[src/hw/rtl/tns_pkg.sv]
// shared types, constants and helpers of the tone note sequencer
`default_nettype none

package tns_pkg;

	// width of the note length and gap down counter
	localparam int DURATION_BITS = 16;

	// configuration register indexes
	localparam int CFG_INDEX_W = 2;
	localparam logic [CFG_INDEX_W-1:0] REG_BASE_FREQUENCY = 2'd0;
	localparam logic [CFG_INDEX_W-1:0] REG_GAP_MS         = 2'd1;

	localparam logic [31:0] BASE_FREQUENCY_RESET = 32'd1193182;
	localparam logic [7:0]  GAP_MS_RESET         = 8'd20;

	// action codes of an incoming transaction
	localparam logic ACT_NOTE = 1'b0;
	localparam logic ACT_TICK = 1'b1;

	localparam logic [15:0] DIV_MAX = 16'hFFFF;

	// command queue between front and back
	localparam int CMDQ_DEPTH = 4;
	localparam int CMDQ_PTR_W = 2;
	localparam int CMDQ_CNT_W = 3;

	// one quotient bit per step
	localparam int DIV_STEPS = 32;
	localparam int DIV_CNT_W = 5;

	typedef logic [DURATION_BITS-1:0] dur_t;

	typedef struct packed {
		logic        action;
		logic [15:0] frequency_hz;
		logic [15:0] duration_ms;
		logic        last_of_song;
	} tns_in_t;

	typedef struct packed {
		logic        gate_on;
		logic [15:0] tone_divisor;
		logic        busy_res;
		logic        accepted;
		logic        note_done;
		logic        song_done;
	} tns_out_t;

	typedef enum logic [1:0] {
		CMD_TONE,
		CMD_REST,
		CMD_TICK
	} cmd_kind_t;

	typedef struct packed {
		cmd_kind_t   kind;
		logic [15:0] frequency_hz;
		dur_t        duration;
		logic        last_of_song;
	} cmd_t;

	typedef struct packed {
		logic        start;
		logic [31:0] dividend;
		logic [15:0] divisor;
	} div_req_t;

	typedef struct packed {
		logic        done;
		logic [15:0] quotient;
	} div_rsp_t;

	localparam logic [32:0] DUR_MAX_W = (33'd1 << DURATION_BITS) - 33'd1;

	// saturate a 16 bit note length to the counter width
	function automatic dur_t dur_limit(input logic [15:0] dur);
		logic [32:0] v;
		v = {17'd0, dur};
		if (v > DUR_MAX_W) begin
			v = DUR_MAX_W;
		end
		return v[DURATION_BITS-1:0];
	endfunction

endpackage

`default_nettype wire

[src/hw/rtl/tns_front.sv]
// front end: takes transactions, classifies them and queues them for the back end
`default_nettype none

module tns_front
	import tns_pkg::*;
(
	input  wire logic    clk,
	input  wire logic    arst_n,
	input  wire logic    push,
	output logic         full,
	input  tns_in_t      req,
	output logic         cmd_valid,
	output cmd_t         cmd,
	input  wire logic    cmd_pop
);

	cmd_t                  mem_q [CMDQ_DEPTH];
	logic [CMDQ_PTR_W-1:0] wr_ptr_q;
	logic [CMDQ_PTR_W-1:0] rd_ptr_q;
	logic [CMDQ_CNT_W-1:0] cnt_q;
	cmd_t                  cls;
	logic                  wr_en;
	logic                  rd_en;

	always_comb begin
		cls.frequency_hz = req.frequency_hz;
		cls.duration     = dur_limit(req.duration_ms);
		cls.last_of_song = req.last_of_song;
		if (req.action == ACT_TICK) begin
			cls.kind = CMD_TICK;
		end else if (req.frequency_hz == 16'd0) begin
			cls.kind = CMD_REST;
		end else begin
			cls.kind = CMD_TONE;
		end
	end

	assign full      = (cnt_q == CMDQ_CNT_W'(CMDQ_DEPTH));
	assign cmd_valid = (cnt_q != '0);
	assign wr_en     = push && !full;
	assign rd_en     = cmd_pop && cmd_valid;
	assign cmd       = mem_q[rd_ptr_q];

	always_ff @(posedge clk) begin
		if (wr_en) begin
			mem_q[wr_ptr_q] <= cls;
		end
	end

	always_ff @(posedge clk or negedge arst_n) begin
		if (!arst_n) begin
			wr_ptr_q <= '0;
			rd_ptr_q <= '0;
			cnt_q    <= '0;
		end else begin
			if (wr_en) begin
				wr_ptr_q <= wr_ptr_q + 1'b1;
			end
			if (rd_en) begin
				rd_ptr_q <= rd_ptr_q + 1'b1;
			end
			case ({wr_en, rd_en})
				2'b10:   cnt_q <= cnt_q + 1'b1;
				2'b01:   cnt_q <= cnt_q - 1'b1;
				default: cnt_q <= cnt_q;
			endcase
		end
	end

endmodule

`default_nettype wire

[src/hw/rtl/tns_div.sv]
// restoring divider for the tone divisor, one quotient bit per cycle, clamped result
`default_nettype none

module tns_div
	import tns_pkg::*;
(
	input  wire logic clk,
	input  wire logic arst_n,
	input  div_req_t  req,
	output div_rsp_t  rsp
);

	logic                 busy_q;
	logic                 done_q;
	logic [DIV_CNT_W-1:0] cnt_q;
	logic [31:0]          quo_q;
	logic [16:0]          rem_q;
	logic [15:0]          dvs_q;
	logic [16:0]          rem_sh;
	logic [16:0]          rem_nxt;
	logic                 q_bit;

	always_comb begin
		rem_sh = {rem_q[15:0], quo_q[31]};
		if (rem_sh >= {1'b0, dvs_q}) begin
			rem_nxt = rem_sh - {1'b0, dvs_q};
			q_bit   = 1'b1;
		end else begin
			rem_nxt = rem_sh;
			q_bit   = 1'b0;
		end
	end

	always_ff @(posedge clk or negedge arst_n) begin
		if (!arst_n) begin
			busy_q <= 1'b0;
			done_q <= 1'b0;
			cnt_q  <= '0;
		end else begin
			done_q <= 1'b0;
			if (req.start) begin
				busy_q <= 1'b1;
				cnt_q  <= DIV_CNT_W'(DIV_STEPS - 1);
			end else if (busy_q) begin
				if (cnt_q == '0) begin
					busy_q <= 1'b0;
					done_q <= 1'b1;
				end
				cnt_q <= cnt_q - 1'b1;
			end
		end
	end

	always_ff @(posedge clk) begin
		if (req.start) begin
			quo_q <= req.dividend;
			rem_q <= '0;
			dvs_q <= req.divisor;
		end else if (busy_q) begin
			quo_q <= {quo_q[30:0], q_bit};
			rem_q <= rem_nxt;
		end
	end

	// clamp to 1..65535
	always_comb begin
		rsp.done = done_q;
		if (quo_q == 32'd0) begin
			rsp.quotient = 16'd1;
		end else if (quo_q[31:16] != 16'd0) begin
			rsp.quotient = DIV_MAX;
		end else begin
			rsp.quotient = quo_q[15:0];
		end
	end

endmodule

`default_nettype wire

[src/hw/rtl/tns_res_queue.sv]
// two entry result queue in front of the result ports
`default_nettype none

module tns_res_queue
	import tns_pkg::*;
(
	input  wire logic clk,
	input  wire logic arst_n,
	input  wire logic wr_en,
	input  tns_out_t  wr_item,
	output logic      full,
	output logic      empty,
	input  wire logic pop,
	output tns_out_t  rd_item
);

	tns_out_t   mem_q [2];
	logic       wr_ptr_q;
	logic       rd_ptr_q;
	logic [1:0] cnt_q;
	logic       push_ok;
	logic       pop_ok;

	assign full    = (cnt_q == 2'd2);
	assign empty   = (cnt_q == 2'd0);
	assign push_ok = wr_en && !full;
	assign pop_ok  = pop && !empty;
	assign rd_item = mem_q[rd_ptr_q];

	always_ff @(posedge clk) begin
		if (push_ok) begin
			mem_q[wr_ptr_q] <= wr_item;
		end
	end

	always_ff @(posedge clk or negedge arst_n) begin
		if (!arst_n) begin
			wr_ptr_q <= 1'b0;
			rd_ptr_q <= 1'b0;
			cnt_q    <= '0;
		end else begin
			if (push_ok) begin
				wr_ptr_q <= ~wr_ptr_q;
			end
			if (pop_ok) begin
				rd_ptr_q <= ~rd_ptr_q;
			end
			case ({push_ok, pop_ok})
				2'b10:   cnt_q <= cnt_q + 1'b1;
				2'b01:   cnt_q <= cnt_q - 1'b1;
				default: cnt_q <= cnt_q;
			endcase
		end
	end

endmodule

`default_nettype wire

[src/hw/rtl/tns_back.sv]
// back end: note and gap sequencing, configuration registers, divider control
`default_nettype none

module tns_back
	import tns_pkg::*;
(
	input  wire logic                   clk,
	input  wire logic                   arst_n,
	input  wire logic                   cfg_valid,
	input  wire logic [CFG_INDEX_W-1:0] cfg_index,
	input  wire logic [31:0]            cfg_data,
	input  wire logic                   cmd_valid,
	input  cmd_t                        cmd,
	output logic                        cmd_pop,
	output div_req_t                    div_req,
	input  div_rsp_t                    div_rsp,
	input  wire logic                   res_full,
	output logic                        res_push,
	output tns_out_t                    res_item
);

	typedef enum logic [1:0] {
		PH_IDLE,
		PH_PLAY,
		PH_GAP
	} phase_t;

	typedef enum logic {
		BK_WAIT,
		BK_DIV
	} bk_state_t;

	bk_state_t   bk_q, bk_d;
	phase_t      ph_q, ph_d, ph_cur;
	dur_t        rem_q, rem_d, rem_dec;
	logic [15:0] divr_q, divr_d;
	logic        gate_q, gate_d;
	logic        ending_q, ending_d;
	cmd_t        hold_q;
	logic [31:0] base_q;
	logic [7:0]  gap_q;

	logic        do_note;
	logic [15:0] note_div;
	logic        note_gate;
	dur_t        note_dur;
	logic        note_last;
	logic        acc, nd, sd;

	assign rem_dec = (rem_q != '0) ? rem_q - 1'b1 : rem_q;

	always_comb begin
		case (ph_q)
			PH_PLAY: ph_cur = PH_PLAY;
			PH_GAP:  ph_cur = PH_GAP;
			default: ph_cur = PH_IDLE;
		endcase
	end

	always_comb begin
		bk_d      = bk_q;
		ph_d      = ph_cur;
		rem_d     = rem_q;
		divr_d    = divr_q;
		gate_d    = gate_q;
		ending_d  = ending_q;
		acc       = 1'b0;
		nd        = 1'b0;
		sd        = 1'b0;
		do_note   = 1'b0;
		note_div  = 16'd0;
		note_gate = 1'b0;
		note_dur  = cmd.duration;
		note_last = cmd.last_of_song;
		cmd_pop   = 1'b0;
		res_push  = 1'b0;
		div_req.start    = 1'b0;
		div_req.dividend = base_q;
		div_req.divisor  = cmd.frequency_hz;

		case (bk_q)
			BK_WAIT: begin
				if (cmd_valid && !res_full) begin
					cmd_pop = 1'b1;
					case (cmd.kind)
						CMD_TICK: begin
							res_push = 1'b1;
							case (ph_cur)
								PH_PLAY: begin
									rem_d = rem_dec;
									if (rem_dec == '0) begin
										// duration over: close the gate, start the gap, or end the note at once when the gap is zero
										gate_d = 1'b0;
										rem_d  = DURATION_BITS'(gap_q);
										ph_d   = PH_GAP;
										if (gap_q == 8'd0) begin
											ph_d     = PH_IDLE;
											nd       = 1'b1;
											sd       = ending_q;
											ending_d = 1'b0;
										end
									end
								end
								PH_GAP: begin
									rem_d = rem_dec;
									if (rem_dec == '0) begin
										ph_d     = PH_IDLE;
										nd       = 1'b1;
										sd       = ending_q;
										ending_d = 1'b0;
									end
								end
								default: begin
								end
							endcase
						end
						CMD_REST: begin
							res_push = 1'b1;
							if (ph_cur == PH_IDLE) begin
								do_note = 1'b1;
							end
						end
						CMD_TONE: begin
							if (ph_cur == PH_IDLE) begin
								div_req.start = 1'b1;
								bk_d          = BK_DIV;
							end else begin
								res_push = 1'b1;
							end
						end
						default: begin
							res_push = 1'b1;
						end
					endcase
				end
			end
			BK_DIV: begin
				note_dur  = hold_q.duration;
				note_last = hold_q.last_of_song;
				if (div_rsp.done) begin
					do_note   = 1'b1;
					note_div  = div_rsp.quotient;
					note_gate = 1'b1;
					res_push  = 1'b1;
					bk_d      = BK_WAIT;
				end
			end
			default: begin
				bk_d = BK_WAIT;
			end
		endcase

		if (do_note) begin
			acc      = 1'b1;
			ending_d = note_last;
			divr_d   = note_div;
			gate_d   = note_gate;
			rem_d    = note_dur;
			ph_d     = PH_PLAY;
			if (note_dur == '0) begin
				gate_d = 1'b0;
				rem_d  = DURATION_BITS'(gap_q);
				ph_d   = PH_GAP;
				if (gap_q == 8'd0) begin
					ph_d     = PH_IDLE;
					nd       = 1'b1;
					sd       = note_last;
					ending_d = 1'b0;
				end
			end
		end

		res_item.gate_on      = gate_d;
		res_item.tone_divisor = divr_d;
		res_item.busy_res     = (ph_d != PH_IDLE);
		res_item.accepted     = acc;
		res_item.note_done    = nd;
		res_item.song_done    = sd;
	end

	always_ff @(posedge clk or negedge arst_n) begin
		if (!arst_n) begin
			bk_q     <= BK_WAIT;
			ph_q     <= PH_IDLE;
			rem_q    <= '0;
			divr_q   <= '0;
			gate_q   <= 1'b0;
			ending_q <= 1'b0;
			hold_q   <= '0;
			base_q   <= BASE_FREQUENCY_RESET;
			gap_q    <= GAP_MS_RESET;
		end else begin
			bk_q <= bk_d;
			if (cmd_pop || res_push) begin
				ph_q     <= ph_d;
				rem_q    <= rem_d;
				divr_q   <= divr_d;
				gate_q   <= gate_d;
				ending_q <= ending_d;
			end
			if (div_req.start) begin
				hold_q <= cmd;
			end
			if (cfg_valid && cfg_index == REG_BASE_FREQUENCY) begin
				base_q <= cfg_data;
			end
			if (cfg_valid && cfg_index == REG_GAP_MS) begin
				gap_q <= cfg_data[7:0];
			end
		end
	end

endmodule

`default_nettype wire

[src/hw/rtl/tone_note_sequencer.sv]
// top level of the tone note sequencer: front end, command queue, back end, result queue
`default_nettype none

// channel   | handshake              | payload
// ----------+------------------------+------------------------------------------
// request   | push / full            | req (tns_in_t): action, frequency, length
// result    | pop / empty            | res (tns_out_t): gate, divisor, status
// config    | cfg_valid / cfg_ready  | cfg_index, cfg_data
//
// a tick, a rest or a refused note is handled in the back end wait state once queued
// a tone note waits for its quotient from the 32 step divider
// the front accepts into a four entry command queue while the back end is busy
// results wait in a two entry queue, the back end holds when it is full
// reset clears both queues, the note state and the registers to their defaults

module tone_note_sequencer
	import tns_pkg::*;
(
	input  wire logic                   clk,
	input  wire logic                   arst_n,
	input  wire logic                   push,
	output logic                        full,
	input  tns_in_t                     req,
	output logic                        empty,
	input  wire logic                   pop,
	output tns_out_t                    res,
	input  wire logic                   cfg_valid,
	output logic                        cfg_ready,
	input  wire logic [CFG_INDEX_W-1:0] cfg_index,
	input  wire logic [31:0]            cfg_data
);

	// command path between front and back
	logic     cmd_valid;
	cmd_t     cmd;
	logic     cmd_pop;

	// divider handshake
	div_req_t div_req;
	div_rsp_t div_rsp;

	// result path
	logic     res_full;
	logic     res_push;
	tns_out_t res_wr;

	// registers are always writable; the user must make changes only while idle, the block does not enforce it
	assign cfg_ready = 1'b1;

	tns_front u_front (
		.clk       (clk),
		.arst_n    (arst_n),
		.push      (push),
		.full      (full),
		.req       (req),
		.cmd_valid (cmd_valid),
		.cmd       (cmd),
		.cmd_pop   (cmd_pop)
	);

	tns_div u_div (
		.clk    (clk),
		.arst_n (arst_n),
		.req    (div_req),
		.rsp    (div_rsp)
	);

	tns_back u_back (
		.clk       (clk),
		.arst_n    (arst_n),
		.cfg_valid (cfg_valid),
		.cfg_index (cfg_index),
		.cfg_data  (cfg_data),
		.cmd_valid (cmd_valid),
		.cmd       (cmd),
		.cmd_pop   (cmd_pop),
		.div_req   (div_req),
		.div_rsp   (div_rsp),
		.res_full  (res_full),
		.res_push  (res_push),
		.res_item  (res_wr)
	);

	tns_res_queue u_res_queue (
		.clk     (clk),
		.arst_n  (arst_n),
		.wr_en   (res_push),
		.wr_item (res_wr),
		.full    (res_full),
		.empty   (empty),
		.pop     (pop),
		.rd_item (res)
	);

	// a result transaction must never be dropped at a full result queue
	a_no_res_overflow: assert property (@(posedge clk) disable iff (!arst_n)
		!(res_push && res_full))
		else $error("result pushed into a full queue");

	// the back end only takes commands that exist
	a_no_cmd_underflow: assert property (@(posedge clk) disable iff (!arst_n)
		cmd_pop |-> cmd_valid)
		else $error("command popped from an empty queue");

	// a sounding gate always has a programmed divisor
	a_gate_has_divisor: assert property (@(posedge clk) disable iff (!arst_n)
		(res_push && res_wr.gate_on) |-> (res_wr.tone_divisor != 16'd0))
		else $error("gate on with zero divisor");

	// song end only comes with a note end
	a_song_with_note: assert property (@(posedge clk) disable iff (!arst_n)
		(res_push && res_wr.song_done) |-> res_wr.note_done)
		else $error("song done without note done");

endmodule

`default_nettype wire

[config.mk]
export PLATFORM = sky130hd
export DESIGN_NAME = tone_note_sequencer
export DESIGN_NICKNAME = d
export VERILOG_FILES = /design/src/hw/rtl/tns_pkg.sv /design/src/hw/rtl/tns_front.sv /design/src/hw/rtl/tns_div.sv /design/src/hw/rtl/tns_res_queue.sv /design/src/hw/rtl/tns_back.sv /design/src/hw/rtl/tone_note_sequencer.sv
export SDC_FILE = /design/constraint.sdc
export NUM_CORES = 1
export LEC_CHECK = 0
export BUFFER_PORTS_ARGS = -buffer_cell sky130_fd_sc_hd__buf_2
export CORE_MARGIN = 4
export CORE_UTILIZATION = 63
export CTS_BUF_LIST = sky130_fd_sc_hd__clkbuf_8
export CTS_CLUSTER_SIZE = 12
export DETAILED_ROUTE_END_ITERATION = 8
export GPL_ROUTABILITY_DRIVEN = 0
export HOLD_SLACK_MARGIN = 0.1
export PLACE_DENSITY = 0.78
export SLEW_MARGIN = 15
export SYNTH_ARGS = -nofsm -noshare
export SYNTH_HDL_FRONTEND = slang
export SYNTH_HIERARCHICAL = 1
export SYNTH_SLANG_ARGS = --single-unit
[constraint.sdc]
create_clock -name clk -period 5.75 [get_ports clk]
set_clock_uncertainty 0.15 [all_clocks]
set_input_delay 1.15 -clock clk [delete_from_list [all_inputs] [get_ports clk]]
set_output_delay 1.15 -clock clk [all_outputs]
set_load 0.03 [all_outputs]
Word level (Yosys, flattened, before mapping)
Memories as Yosys holds them, arrays and structs flattened.
Cells that the tools add are included.
{ "totals": {"n_memories": 2, "word_cells": 187, "in_bits": 73, "output_inout_bits": 24, "register_bits": 176, "mem_bits_rw": 182} }
{ "memory_table": {"columns": ["name", "words", "width", "read_ports", "rd_clocked_by_memory_dff", "wr", "line_no", "text"], "rows": [
  ["u_front.mem_q", 4, 35, 1, 0, 1, "tns_front.sv:17", "cmd_t mem_q [CMDQ_DEPTH];"],
  ["u_res_queue.mem_q", 2, 21, 1, 0, 1, "tns_res_queue.sv:17", "tns_out_t mem_q [2];"]
]} }
{ "classes": {"eq_ne": 17, "n_lt_le_gt_ge": 1, "muxes": 100, "reduce_logical": 33, "n_bitwise": 3, "n_addsub": 9} }
{ "op_table": {"columns": ["cell", "count"], "rows": [
  ["$mux W16", 14],
  ["$mux W32", 2],
  ["$mux W1", 62],
  ["$logic_not A16 Y1", 3],
  ["$logic_not A32 Y1", 1],
  ["$pmux W16 S2", 1],
  ["$reduce_bool A16 Y1", 2],
  ["$mux W2", 9],
  ["$ge A17 B16 Y1", 1],
  ["$sub A16 B1 Y16 const B", 1],
  ["$sub A16 B16 Y16", 1],
  ["$eq A2 B1 Y1 const B", 6],
  ["$eq A2 B2 Y1 const B", 6],
  ["$pmux W1 S2", 6],
  ["$pmux W2 S2", 3],
  ["$reduce_bool A2 Y1", 6],
  ["$mux W5", 2],
  ["$ne A3 B1 Y1 const B", 3],
  ["$logic_not A2 Y1", 4],
  ["$logic_not A8 Y1", 1],
  ["$reduce_and A8 Y1", 1],
  ["$logic_and A1 B1 Y1", 7],
  ["$add A2 B1 Y2 const B", 3],
  ["$pmux W3 S2", 1],
  ["12 further kinds", 17]
]} }

Depth between registers and ports, before layout
{ "depth": {"depth_word": 11, "mapped_depth": 14, "ltp_nobuf": 12} }

By module
The synthesis kept the hierarchy.
{ "by_module_without_submodules": {"columns": ["mod", "seq_area_each_um2", "area_per_inst_um2", "cells_per_inst", "instances"], "rows": [
  ["tns_front", 4379.2, 5567.8, 226, 1],
  ["tns_back", 2368.5, 5047.3, 504, 1],
  ["tns_div", 1936.9, 4090.2, 374, 1],
  ["tns_res_queue", 1361.3, 1716.6, 83, 1],
  ["tone_note_sequencer", 0.0, 11.3, 2, 1]
]} }

Worst setup path before layout
No wires, ideal clock.
{ "synth_timing": {"path_kind": "register to register", "startpoint": "register u_front.rd_ptr_q[0]", "endpoint": "register u_div.quo_q[0], enable pin", "path_stages_with_launch": 12, "path_slack_ps": 1406, "period_less_slack_ps": 4344, "required_ps": 5213, "n_path_buf": 4, "setup_time_ps": 387, "t_arrival_ps": 3807, "cell_sequence": "dfrtp_1 -> buf_6 -> mux4_1 -> nor2b_1 -> nor2b_1 -> nand2_1 -> clkinv_1 -> clkbuf_1 -> clkbuf_1 -> clkbuf_1 -> nor2_1 -> inv_1"} }
{ "synth_rtl": {"columns": ["item", "line_no", "text"], "rows": [
  ["start: declaration", "tns_front.sv:19", "logic [CMDQ_PTR_W-1:0] rd_ptr_q;"],
  ["start signal: assignment", "tns_front.sv:60", "rd_ptr_q <= rd_ptr_q + 1'b1;"],
  ["end signal: assignment", "tns_div.sv:56", "quo_q <= req.dividend;"],
  ["end signal: assignment", "tns_div.sv:60", "quo_q <= {quo_q[30:0], q_bit};"],
  ["end: declaration", "tns_div.sv:16", "logic [31:0] quo_q;"]
]} }

==> impl_metrics.json <==
{
  "cp-end-kind": "flip-flop",
  "start_util": 0.647,
  "period_minus_slack_ns": 4.13,
  "vias": 10023,
  "synth_area_leaders": "edfxtp_1 42%, dfrtp_1 15%, mux2_2 6.8%, mux4_2 3.8%, nand2_1 2.4%",
  "grt_overflow": 0,
  "reg2reg_depth": 8,
  "worstHoldPathCells": 2,
  "cap_violations": 0,
  "vdd_drop_max_v": 0.000344,
  "htreeDepth": 2,
  "cts-root-buf": "clkbuf_8",
  "synth_top_area_frac": 0.420,
  "cts_tree": "done",
  "finalSetupViolCount": 0,
  "ys_warn_count": 6,
  "avgSynthCellArea_um2": 13.8,
  "fin_setup_tns_ns": 0,
  "synth_area_um2": 16400,
  "slew_headroom": 0.346,
  "async_flop_share": 0.313,
  "synth_edf_count": 230,
  "path_clk_slew_ns": 0.06,
  "drv_slew": 0,
  "drive_above_1_share": 0.282,
  "cp.arrival_ns": 4.21,
  "routed_via_density": 6.03,
  "yosysTopAreaCell": "edfxtp_1",
  "grt_pass1_wl_mm": 53.2,
  "outcome": "complete, no violations",
  "tightestPinTransition_ns": 0.981,
  "syn2layout_area_growth_pct": 10.7,
  "min_path_type": "reg2reg",
  "placed_area_um2": 17000,
  "num_antenna_cells": 0,
  "grt_max_degree": 83,
  "grt_util_all_layers": 0.230,
  "setup_ws_ns": 1.62,
  "antenna_found_initial": 0,
  "finish.instance_area_um2": 18200,
  "rows": 58,
  "fp.dieW_um": 170,
  "drt-initial-drc-count": 725,
  "grt_pass1_vias": 10092,
  "critical_path.max_fanout": 36,
  "startpoint": "u_front/rd_ptr_q[0]",
  "worstReg2RegStart": "u_front/rd_ptr_q[0]",
  "wl_per_cell_um": 19.6,
  "synth_cell_type_count": 87,
  "cts_buffers": 56,
  "synth_cells": 1189,
  "postCtsResizedCells": 0,
  "synth_top_flop_cell": "edfxtp_1",
  "post-cts-setup-buffers": 0,
  "power_density_nw_per_um2": 535,
  "max_freq_ghz": 0.242,
  "die-area_um2": 28700,
  "portBuffers": 95,
  "finalCritPeriodShare": 0.718,
  "synth.ff_latch_count": 358,
  "yosys.cell_count.top_type": "edfxtp_1",
  "clk_latency_ns": 0.58,
  "grt_setup_unrepaired": "false",
  "synth_fp_nets": 1291,
  "num_io_pins": 97,
  "cts.sinks": 358,
  "start_kind": "flip-flop",
  "nets": 1385,
  "p_leak_nw": 7.11,
  "drc_errors": 0,
  "core_area_um2": 25400,
  "hold_violations": 0,
  "dr.pass1.iters": 5,
  "cts_buffer_depth": 3,
  "cts_hold_buffers": 0,
  "wl_mm": 32.6,
  "min_from": "u_back/hold_q[16]",
  "die_h_um": 170,
  "required_ns": 5.84,
  "place_ws_ns": 1.57,
  "path_class": "reg2reg",
  "dp_hpwl_mm": 21.6,
  "seq_area_frac_synth": 0.611,
  "synthTopCellsByCount": "230 x edfxtp_1, 103 x nand2_1, 99 x dfrtp_1, 99 x mux2_2, 47 x nor2_1",
  "detail-route-antenna-nets": 0
}
state kept, by name (all words and copies together), names as in the netlist, 2 cells and up:
signal,cells
u_back/base_q,32
u_back/divr_q,16
u_back/gap_q,8
u_back/hold_q,17
u_back/ph_q,2
u_back/rem_q,16
u_div/cnt_q,5
u_div/dvs_q,16
u_div/quo_q,32
u_div/rem_q,16
u_front/cnt_q,3
u_front/mem_q,140
u_front/rd_ptr_q,2
u_front/wr_ptr_q,2
u_res_queue/cnt_q,2
u_res_queue/mem_q,42
critical path, cell delays in order (launching register included):
cell and delay [ns]:
dfrtp_2 0.37, buf_4 0.55, mux4_2 0.64, nor2b_1 0.20, nand2_1 0.41, inv_2 0.65, nor2_1 0.30, inv_1 0.12
buf_4 0.38
report_power, final:
group / total (W) / switching (W) / internal [W]
sequential: 0.00418 / 0.000518 / 0.00366
combinational: 0.00341 / 0.00194 / 0.00147
clock: 0.00215 / 0.000955 / 0.00120
total: 0.00974 / 0.00341 / 0.00632
per-layer routing:
metal,track usage,vias up,wire [um]
met5,0,-,0
met4,0.0700,0,800
met3,0.0405,77,2080
met2,0.364,353,15400
met1,0.333,4892,14400
li1,-,4701,-
path summary, 6_finish.rpt:
check | to | slack (ns)
worst max register to register | u_div/quo_q[19] | 1.62
worst min register to register | u_back/hold_q[16] | 0.33
min in group asynchronous | u_res_queue/rd_ptr_q | 0.46
worst min-delay path | u_back/hold_q[16] | 0.33
max in group asynchronous | u_front/wr_ptr_q[0] | 4.08
worst max-delay path | u_div/quo_q[19] | 1.62
cell usage in the layout (no fill, tap or decap), types with 6 or more instances in the layout:
master / n
xor2_1: 12
or2_2: 16
mux2i_1: 17
xnor2_1: 13
a22o_1: 34
dfstp_2: 13
ha_1: 27
and2_1: 11
a21oi_1: 36
buf_4: 17
mux4_2: 28
nand2b_1: 13
a211oi_1: 8
nor2b_1: 6
dfxtp_1: 16
nand4_1: 13
nand2_1: 103
dfrtp_1: 98
edfxtp_1: 230
o211ai_1: 14
nand3_1: 16
nor4_1: 20
buf_2: 94
clkbuf_8: 67
o31ai_1: 6
nor2_1: 47
or4_1: 6
o21a_1: 7
clkinv_1: 6
inv_1: 64
o22ai_1: 6
o21ai_0: 35
mux2_2: 99
or3_1: 6
mux4_1: 7
nor3_1: 23
per-stage QoR:
step	total power, W	hold slack (ns)	utilization	std cells
finish	0.00974	0.325	0.716	1661
detailed placement	0.00760	0.313	0.670	1555
CTS	0.00979	0.326	0.716	1661
global route	0.0104	0.359	0.716	1661
global placement	0.00747	0.300	0.670	1555
floorplan	0.00685	0.276	-	1189
kinds of logic (layout without fill, tap and decap cells):
logic type | Yosys count | count (layout) | synth area share
flip-flops | 358 | 358 | 0.611
AND/OR/NAND/NOR | 304 | 304 | 0.0959
AO/OA/AOI/OAI | 203 | 203 | 0.0897
multiplexers | 151 | 151 | 0.128
buffers and inverters | 118 | 260 | 0.0388
adder cells (fa/ha/maj) | 29 | 29 | 0.0230
XOR/XNOR | 25 | 25 | 0.0133
other | 1 | 1 | 0.000228
layout make-up:
class / count / area (um2)
clock inverters: 39 / 248
clock buffers: 67 / 922
repair buffers: 113 / 629
well taps: 330 / 413
multi-input cells: 713 / 5780
fillers: 1671 / 7210
inverters: 41 / 154
flip-flops and latches: 358 / 10000
Note: power is estimated with default switching activity, not from simulation.
